--- config.mk ---
export PLATFORM = sky130hd
export DESIGN_NAME = tdpt_divider
export DESIGN_NICKNAME = d
export VERILOG_FILES = /design/src/hdl/tdpt_divider.sv
export SDC_FILE = /design/constraint.sdc
export NUM_CORES = 1
export LEC_CHECK = 0
export BUFFER_PORTS_ARGS = -buffer_cell sky130_fd_sc_hd__buf_2
export CORE_MARGIN = 1
export CORE_UTILIZATION = 53
export DETAILED_ROUTE_END_ITERATION = 10
export GPL_ROUTABILITY_DRIVEN = 1
export PLACE_DENSITY_LB_ADDON = 0.2
export SLEW_MARGIN = 20
export SYNTH_ARGS = -nofsm -noshare
export SYNTH_HDL_FRONTEND = slang
export SYNTH_SLANG_ARGS = --single-unit
--- constraint.sdc ---
create_clock -name clk -period 4.8 [get_ports clk]
set_clock_uncertainty 0.15 [all_clocks]
set_input_delay 0.48 -clock clk [delete_from_list [all_inputs] [get_ports clk]]
set_output_delay 0.48 -clock clk [all_outputs]
set_load 0.02 [all_outputs]
--- src/hdl/tdpt_divider.sv ---
// Restoring divider: one quotient bit per cycle, WIDTH quotient bits per division.
module tdpt_divider #(
    parameter int WIDTH = 32
) (
    input  logic             clk,
    input  logic             rst_n,
    input  logic             start,
    input  logic [WIDTH-1:0] dividend,
    input  logic [WIDTH-1:0] divisor,
    output logic             done,
    output logic [WIDTH-1:0] quotient,
    output logic [WIDTH-1:0] remainder
);

    localparam int CW = $clog2(WIDTH);

    logic             busy_reg;
    logic             busy_next;
    logic             done_reg;
    logic             done_next;
    logic [CW-1:0]    count_reg;
    logic [CW-1:0]    count_next;
    logic [WIDTH-1:0] quo_reg;
    logic [WIDTH-1:0] quo_next;
    logic [WIDTH-1:0] rem_reg;
    logic [WIDTH-1:0] rem_next;
    logic [WIDTH-1:0] div_reg;
    logic [WIDTH-1:0] div_next;

    logic [WIDTH:0]   shifted;
    logic [WIDTH:0]   trial_diff;
    logic             fits;

    // Bring down the next dividend bit and try one subtraction.
    assign shifted    = {rem_reg, quo_reg[WIDTH-1]};
    assign fits       = (shifted >= {1'b0, div_reg});
    assign trial_diff = shifted - {1'b0, div_reg};

    always_comb
    begin
        busy_next  = busy_reg;
        done_next  = 1'b0;
        count_next = count_reg;
        quo_next   = quo_reg;
        rem_next   = rem_reg;
        div_next   = div_reg;
        if (start)
        begin
            busy_next  = 1'b1;
            count_next = CW'(WIDTH - 1);
            quo_next   = dividend;
            rem_next   = '0;
            div_next   = divisor;
        end
        else if (busy_reg)
        begin
            quo_next = {quo_reg[WIDTH-2:0], fits};
            rem_next = fits ? trial_diff[WIDTH-1:0] : shifted[WIDTH-1:0];
            if (count_reg == '0)
            begin
                busy_next = 1'b0;
                done_next = 1'b1;
            end
            else
            begin
                count_next = count_reg - CW'(1);
            end
        end
    end

    always_ff @(posedge clk or negedge rst_n)
    begin
        if (!rst_n)
        begin
            busy_reg  <= 1'b0;
            done_reg  <= 1'b0;
            count_reg <= '0;
        end
        else
        begin
            busy_reg  <= busy_next;
            done_reg  <= done_next;
            count_reg <= count_next;
        end
    end

    always_ff @(posedge clk)
    begin
        quo_reg <= quo_next;
        rem_reg <= rem_next;
        div_reg <= div_next;
    end

    assign done      = done_reg;
    assign quotient  = quo_reg;
    assign remainder = rem_reg;

endmodule

# Word level (Yosys, flattened, before mapping)
# Index checks and enable logic that the tools add are counted.
# totals
regBits	103
latch_bits	0
ram_bits	0
romBits	0
output_inout_bits	65
wordCells	25
mem_count	0
# classes
n_addsub	2
mul	0
n_div	0
order_cmp	1
n_eq_ne	1
shifts	0
muxes	12
bitwise	0
n_reduce_logical	3
# op_table
cell	count
$mux 32	3
$ge 33x32->1	1
$sub 32x32->32	1
$mux 5	3
$mux 1	6
$logic_not 5->1	1
$sub 5x1->5 const B	1
$ne 2x2->1 const B	1
$reduce_and 2->1	1
$reduce_bool 2->1	1

# Depth between registers and ports, before layout
# Gate-level depths: netlist of run 1.
# logic_depth
depth_word	4
ltp_mapped	14

# Least setup slack after synthesis of run 1
# OpenSTA, ideal clock, no wires.
# synth_timing
kind	reg-to-reg
startpoint	register quo_reg[31] (netlist: quotient[31])
endpoint	register rem_reg[30] (netlist: remainder[30])
setup_time_ns	0.122
t_arrival_ns	2.799
required_ns	4.528
setup_slack_ns	1.729
path_stages_with_launch	13
n_path_buf	0
synth_period_minus_slack_ns	3.071
cell_sequence	edfxtp_1 -> inv_1 -> ha_1 -> fa_1 -> nor2b_1 -> o31a_1 -> o31ai_2 -> a2111oi_4 -> o21bai_2 -> a311oi_2 -> a41oi_1 -> mux2i_1 -> o311a_1
# synth_via
elab_chain_cells	2
elab_cells_between_ends	3
cone_classes	add/sub (1); order compare (1); mux (1)
# synth_rtl
element	line_no	text
start, declared	23	logic [WIDTH-1:0] quo_reg;
start signal, assigned	89	quo_reg <= quo_next;
$sub 32x32->32 or $ge 33x32->1 (tied branches)	37, 36	
$mux 32 *	58	rem_next = fits ? trial_diff[WIDTH-1:0] : shifted[WIDTH-1:0];
end signal, assigned	90	rem_reg <= rem_next;
end, declared	25	logic [WIDTH-1:0] rem_reg;
# Mark *: on every way between the ends. The rest lies on a longest branch, timed or not.
# A chain may end at the register's enable or synchronous reset.

# Worst setup path after layout of run 1
# layout_timing
startpoint	register div_reg[3]
endpoint	register quo_reg[0] (netlist: quotient[0]), data pin
# layout_via
elab_chain_cells	3
# layout_rtl
element	line_no	text
start, declared	27	logic [WIDTH-1:0] div_reg;
start signal, assigned	91	div_reg <= div_next;
$ge 33x32->1	36	assign fits = (shifted >= {1'b0, div_reg});
$mux 32	55	else if (busy_reg)
$mux 32	47	if (start)
named net quo_next[0]	24	logic [WIDTH-1:0] quo_next;
# The timed path passes the listed nets, and every way through them passes these cells. The select of a mux whose other input is x is not followed.

==> flow_summary.ini, run 1 <==
[cts]
postCtsSetupBuffers = 0
clock-root-buffer = clkbuf_8
number_of_buffers_added_by_the_clock_tree_synthesis_step = 9
cts_max_path_bufs = 2
cts-hold-fix-buffers = 1
tritoncts = yes
clkLatencyLatePin_ns = 0.40
ctsHtreeMaxLevel = 3
cts_repair_resize_count = 0
clk_sinks = 103
clk_pin_slew_worst_paths_ns = 0.11

[worst_hold_path]
hold-path-cell-count = 1
whs_endpoint = div_reg[26]$_DFFE_PP_
hold_path.startpoint = divisor[26]
worstHoldPathType = in -> reg

[setup_path]
critical_path_data_arrival_time_ns = 3.58
ws_path_type = reg -> reg
cp_cell_sequence = inv_1 -> ha_1 -> a21oi_1 -> nor2b_1 -> o311ai_0 -> nand4_1 -> a32oi_1 -> nand2b_1 -> buf_4 -> mux2_2
slowest_stage = o311ai_0
critPathCaptureType = flop
crit_path_max_incr_delay_ns = 0.53
startpoint_type = flop
rr_worst_depth = 10
timing.critical_path.fanout_max = 20
rr_startpoint = div_reg[3]$_DFFE_PP_
launch_point_of_the_critical_path = div_reg[3]$_DFFE_PP_
r2r_setup_slack_ns = 1.24
worstReg2RegEnd = quotient[0]$_DFFE_PP_
data_required_time_at_the_worst_endpoint_ns = 4.82

[timing]
timing.final.crit_share = 0.742
hold_viol = 0
upper_clock_frequency_limit_mhz = 281
grt_setup_unrepaired = no
timing_worst_slew_pin_value_ns = 0.792
fin_tns_setup_ns = 0
setup_violations = 0
maxSlewHeadroom = 0.472
maxSlewViolCount = 0
fin_crit_ns = 3.56
post-route-worst-setup-slack_ns = 1.24

[logic_synthesis]
net_count_of_the_mapped_netlist = 684
syn_area_per_cell_um2 = 10.3
async_reset_ff_frac = 0.0680
synth_edf_count = 64
yosysUniqueCellTypes = 65
synth.cell_area_um2 = 5970
synth_ff_type = edfxtp_1
synth-seq-area-share = 0.459
synth.ff_latch_count = 103
ys_top_cells_by_area = edfxtp_1 (32%), dfxtp_1 (11%), ha_1 (7.1%)
yosysWarningCount = 0
yosys.area.top_type_share = 0.322
syn_inst = 582
yosys.area.top_type = edfxtp_1

[status]
run_status = completed

[floorplan]
placeableCoreArea_um2 = 10900
initial_utilization = 0.548
rows = 38
num_io_pins = 132
floorplan.die.height_um = 108
dieWidth_um = 108
die_area_um2 = 11700

[detailed_routing]
detail_route.iter0.violations = 310
vias = 4753
route.antenna.remaining_nets = 0
viasPerCell = 5.60
finalWirelength_mm = 13.2
number_of_remaining_drc_errors = 0
post_drt_wl_per_cell_um = 15.6
drt_pass1_iterations = 5

[global_route]
grt_pass1_vias = 4576
grt_overflow = 0
global_route.usage.total = 0.237
grt_pass1_wl_mm = 21.6
number_of_antenna_violations_at_the_first_check_in_global_routing = 0
maximum_number_of_pins_on_one_net_before_global_route_repair = 64

[power]
power.static_leakage_uw = 0.00308
worst_ir_drop_vdd_mv = 0.301
power-per-cell-area_nw_per_um2 = 532

[finish]
diodes = 0
final_nets = 806
layout-drive-gt1-share = 0.283
area_growth_syn_to_layout_pct = 14.4

[place]
routabilityCongestion = 0.896
post-dp-hpwl_mm = 9.61
buffer_ports.inserted = 131
pre_cts_ws_ns = 1.29

[flow_run]
cap_viol_max_count = 0
==> cell usage after synthesis, drive strengths merged, types with 5 or more instances <==
cell,n
buf,8
inv,47
xor2,13
o211ai,6
clkbuf,13
nor2,44
ha,34
nand4,9
a311oi,19
dfxtp,32
xnor2,12
dfrtp,7
nand2b,9
a21oi,41
nor3,11
and3,5
nand3,10
mux2,33
a21o,15
edfxtp,64
nand2,64
o21ai,28
a31oi,7
==> layer usage <==
layer  vias up  part of all wire  GRT usage
met3        18             0.056     0.0693
met5         -                 0          0
met4         0             0.014     0.0724
li1       2353                 -          -
met2       128              0.48      0.386
met1      2254              0.45      0.304
==> metrics by stage <==
stage	instance area, um2	instances	total power [uW]	hold WS, ns	utilization
2_1_floorplan	5970	582	2700	0.0344	-
3_5_place_dp	6630	832	3110	0.169	0.609
5_1_grt	6830	849	3900	0.0784	0.627
6_report	6830	849	3640	0.0978	0.627
4_1_cts	6830	849	3650	0.0784	0.627
3_3_place_gp	6630	832	3070	0.168	0.609
==> worst max-delay path, delay by kind of cell (launching register included) <==
family	cells	cell delay, ns
AO/OA/AOI/OAI	3	1.01
adder cells (fa/ha/maj)	1	0.27
buffers and inverters	2	0.43
flip-flops	1	0.39
multiplexers	1	0.28
AND/OR/NAND/NOR	3	0.79
==> worst max path at each step <==
stage / end / slack, ns / cells after the start
2_1_floorplan: remainder[30]$_SDFFE_PP0P_ / 1.73 / 12
3_3_place_gp: quotient[0]$_DFFE_PP_ / 1.46 / 10
3_5_place_dp: quotient[0]$_DFFE_PP_ / 1.29 / 10
4_1_cts: quotient[0]$_DFFE_PP_ / 1.26 / 10
5_1_grt: remainder[10]$_SDFFE_PP0P_ / 1.03 / 10
6_report: quotient[0]$_DFFE_PP_ / 1.24 / 10
==> layout make-up <==
| type | instances | area, um2 |
|---|---|---|
| inverters | 47 | 176 |
| flip-flops and latches | 103 | 2740 |
| well taps | 140 | 175 |
| multi-input cells | 407 | 2860 |
| clock buffers | 9 | 124 |
| fillers | 932 | 4060 |
| clock inverters | 7 | 62.6 |
| repair buffers | 136 | 698 |
==> power by group <==
group	total [uW]	internal [uW]	switching, uW
Sequential	1280	1120	154
Clock	528	199	329
Combinational	1830	707	1120
==> placed cells by master, fill, tap and decap left out, drive strengths merged, types with 2 or more instances in the layout <==
cell,synthesis,layout
clkbuf,13,9
a211oi,4,4
nor2,44,44
o21ai,28,28
o31ai,3,3
nor3,11,11
and2,3,3
a311oi,19,19
dfrtp,7,7
and3,5,5
nor3b,2,2
nand4,9,9
nand3,10,10
nor4,2,2
nand2,64,64
inv,47,51
o22ai,2,2
and4,2,2
a21oi,41,41
xor2,13,13
a41oi,2,2
o211ai,6,6
buf,8,135
a21o,15,15
xnor2,12,12
o21bai,4,4
mux2i,4,4
a32oi,3,3
mux2,33,33
nand2b,9,9
a31oi,7,7
edfxtp,64,64
clkinv,0,2
nor2b,3,3
dfxtp,32,32
ha,34,34
a21boi,2,2
==> cell families after synthesis <==
logic type | count (synthesis) | share of synthesized area
AO/OA/AOI/OAI | 143 | 0.166
XOR/XNOR | 25 | 0.0367
adder cells (fa/ha/maj) | 35 | 0.0746
buffers and inverters | 72 | 0.0631
flip-flops | 103 | 0.459
multiplexers | 37 | 0.0689
AND/OR/NAND/NOR | 167 | 0.132
No activity file was read; power rests on OpenSTA's default activity.
==> run 2, diff against run 1 <==
==> constraint.sdc (replaced) <==
create_clock -name clk -period 3.6 [get_ports clk]
set_clock_uncertainty 0.15 [all_clocks]
set_input_delay 0.36 -clock clk [delete_from_list [all_inputs] [get_ports clk]]
set_output_delay 0.36 -clock clk [all_outputs]
set_load 0.02 [all_outputs]
==> run 2 against run 1 <==
  * Cell count up 4.5%
  * Global-route usage up 0.92 points
  * Fmax up 10%
  * Critical path type unchanged
  * Largest cell class unchanged
  * Highest routed layer unchanged
==> flow_summary.ini, run 2 (synthesis results as in run 1) <==
[place]
routabilityCongestion = 0.915
post-dp-hpwl_mm = 10.1
buffer_ports.inserted = 131
postPlaceCellArea_um2 = 6680
place.detailed.instances = 838

[cts]
clk_sinks = 103
tritoncts = yes
cts_max_path_bufs = 2
clk_pin_slew_worst_paths_ns = 0.11
ctsHtreeMaxLevel = 3
clkLatencyLatePin_ns = 0.40
clock-root-buffer = clkbuf_8
cts_repair_resize_count = 0
number_of_buffers_added_by_the_clock_tree_synthesis_step = 9

[floorplan]
die_area_um2 = 11700
floorplan.die.height_um = 108
num_io_pins = 132
rows = 38
initial_utilization = 0.548
placeableCoreArea_um2 = 10900
dieWidth_um = 108

[power]
pwr-share-comb = 0.512
switchingPower_uw = 2170
power-per-cell-area_nw_per_um2 = 687
p_int_uw = 2770
share_seq_of_total_power = 0.345
worst_ir_drop_vdd_mv = 0.474
sw_frac_of_total = 0.439
power.static_leakage_uw = 0.00324
power.share.clock = 0.143

[timing]
timing.final.crit_share = 0.896
maxSlewViolCount = 0
holdWs_ns = 0.104
setup_violations = 0
grt_setup_unrepaired = no
hold_viol = 0
fin_tns_setup_ns = 0
maxSlewHeadroom = 0.540
fin_crit_ns = 3.22
timing_worst_slew_pin_value_ns = 0.688
upper_clock_frequency_limit_mhz = 310

[worst_hold_path]
hold-path-cell-count = 2
worstHoldPathType = in -> reg

[global_route]
grt_pass1_vias = 4745
grt_pass1_wl_mm = 22.2
maximum_number_of_pins_on_one_net_before_global_route_repair = 45
grt_overflow = 0
number_of_antenna_violations_at_the_first_check_in_global_routing = 0
global_route.usage.total = 0.246

[setup_path]
critical_path_data_arrival_time_ns = 3.39
timing.critical_path.fanout_max = 11
startpoint_type = flop
critPathCaptureType = flop
rr_worst_depth = 11
data_required_time_at_the_worst_endpoint_ns = 3.76
ws_path_type = reg -> reg

[finish]
finish.utilization = 0.661
layout-drive-gt1-share = 0.274
diodes = 0
final_common_cell = buf_2
final_nets = 844
layout.cells.non_filler = 887
postLayoutCellArea_um2 = 7190
final_cell_mix = buf_2 (130), nand2_1 (64), edfxtp_1 (64)
area_growth_syn_to_layout_pct = 20.5

[detailed_routing]
number_of_remaining_drc_errors = 0
post_drt_wl_per_cell_um = 15.6
drt_pass1_iterations = 4
detail_route.iter0.violations = 322
finalWirelength_mm = 13.8
route.antenna.remaining_nets = 0
viasPerCell = 5.56
vias = 4936

[status]
run_status = completed

[flow_run]
cap_viol_max_count = 0
==> run 2: critical path, stage by stage (launching register included) <==
cell	delay (ns)
edfxtp_1	0.34
inv_1	0.04
ha_1	0.35
a21oi_1	0.17
nor2b_1	0.07
o311ai_0	0.45
nand4_1	0.36
a32oi_1	0.29
nand2b_1	0.28
buf_4	0.28
mux2i_1	0.12
a211oi_1	0.24
==> run 2: final cells by class <==
cell class              instances  area (um2)
inverters                      47         176
clock inverters                 7        60.1
multi-input cells             407        2860
well taps                     140         175
fillers                       905        3690
clock buffers                   9         124
repair buffers                174        1060
flip-flops and latches        103        2740
==> run 2: what timing repair did <==
item,CTS,global route
hold buffers,33,0
endpoints found under the hold margin,39,0
setup buffers,0,0
==> run 2: power groups by stage <==
stage	clock network [uW]	registers, uW	logic [uW]
4_1_cts	731	1710	2520
6_report	708	1710	2530
2_1_floorplan	0	1930	1670
3_3_place_gp	0	1720	2450
5_1_grt	771	1750	2780
3_5_place_dp	0	1730	2470
==> run 2: final timing paths <==
| kind | to | from | slack (ns) |
|---|---|---|---|
| hold / removal | quotient[11]$_DFFE_PP_ | dividend[11] | 0.10 |
| hold reg to reg | remainder[25]$_SDFFE_PP0P_ | remainder[24]$_SDFFE_PP0P_ | 0.36 |
| setup reg to reg | remainder[19]$_SDFFE_PP0P_ | div_reg[3]$_DFFE_PP_ | 0.38 |
| max in group asynchronous | count_reg[3]$_DFFE_PN0P_ | rst_n | 2.99 |
| min in group asynchronous | count_reg[1]$_DFFE_PN0P_ | rst_n | 0.15 |
| setup / recovery | remainder[19]$_SDFFE_PP0P_ | div_reg[3]$_DFFE_PP_ | 0.38 |
==> run 2: stage by stage <==
step	total power (uW)	setup WS, ns
floorplan	3600	0.529
global placement	4170	0.524
detailed placement	4200	0.378
CTS	4950	0.350
global route	5290	0.0944
finish	4940	0.376
==> run 2: metal layers <==
layer / GRT usage / vias to the layer above / routed length (um)
li1: - / 2427 / -
met1: 0.308 / 2333 / 6080
met2: 0.409 / 148 / 6620
met3: 0.0627 / 28 / 851
met4: 0.0920 / 0 / 251
met5: 0 / - / 0
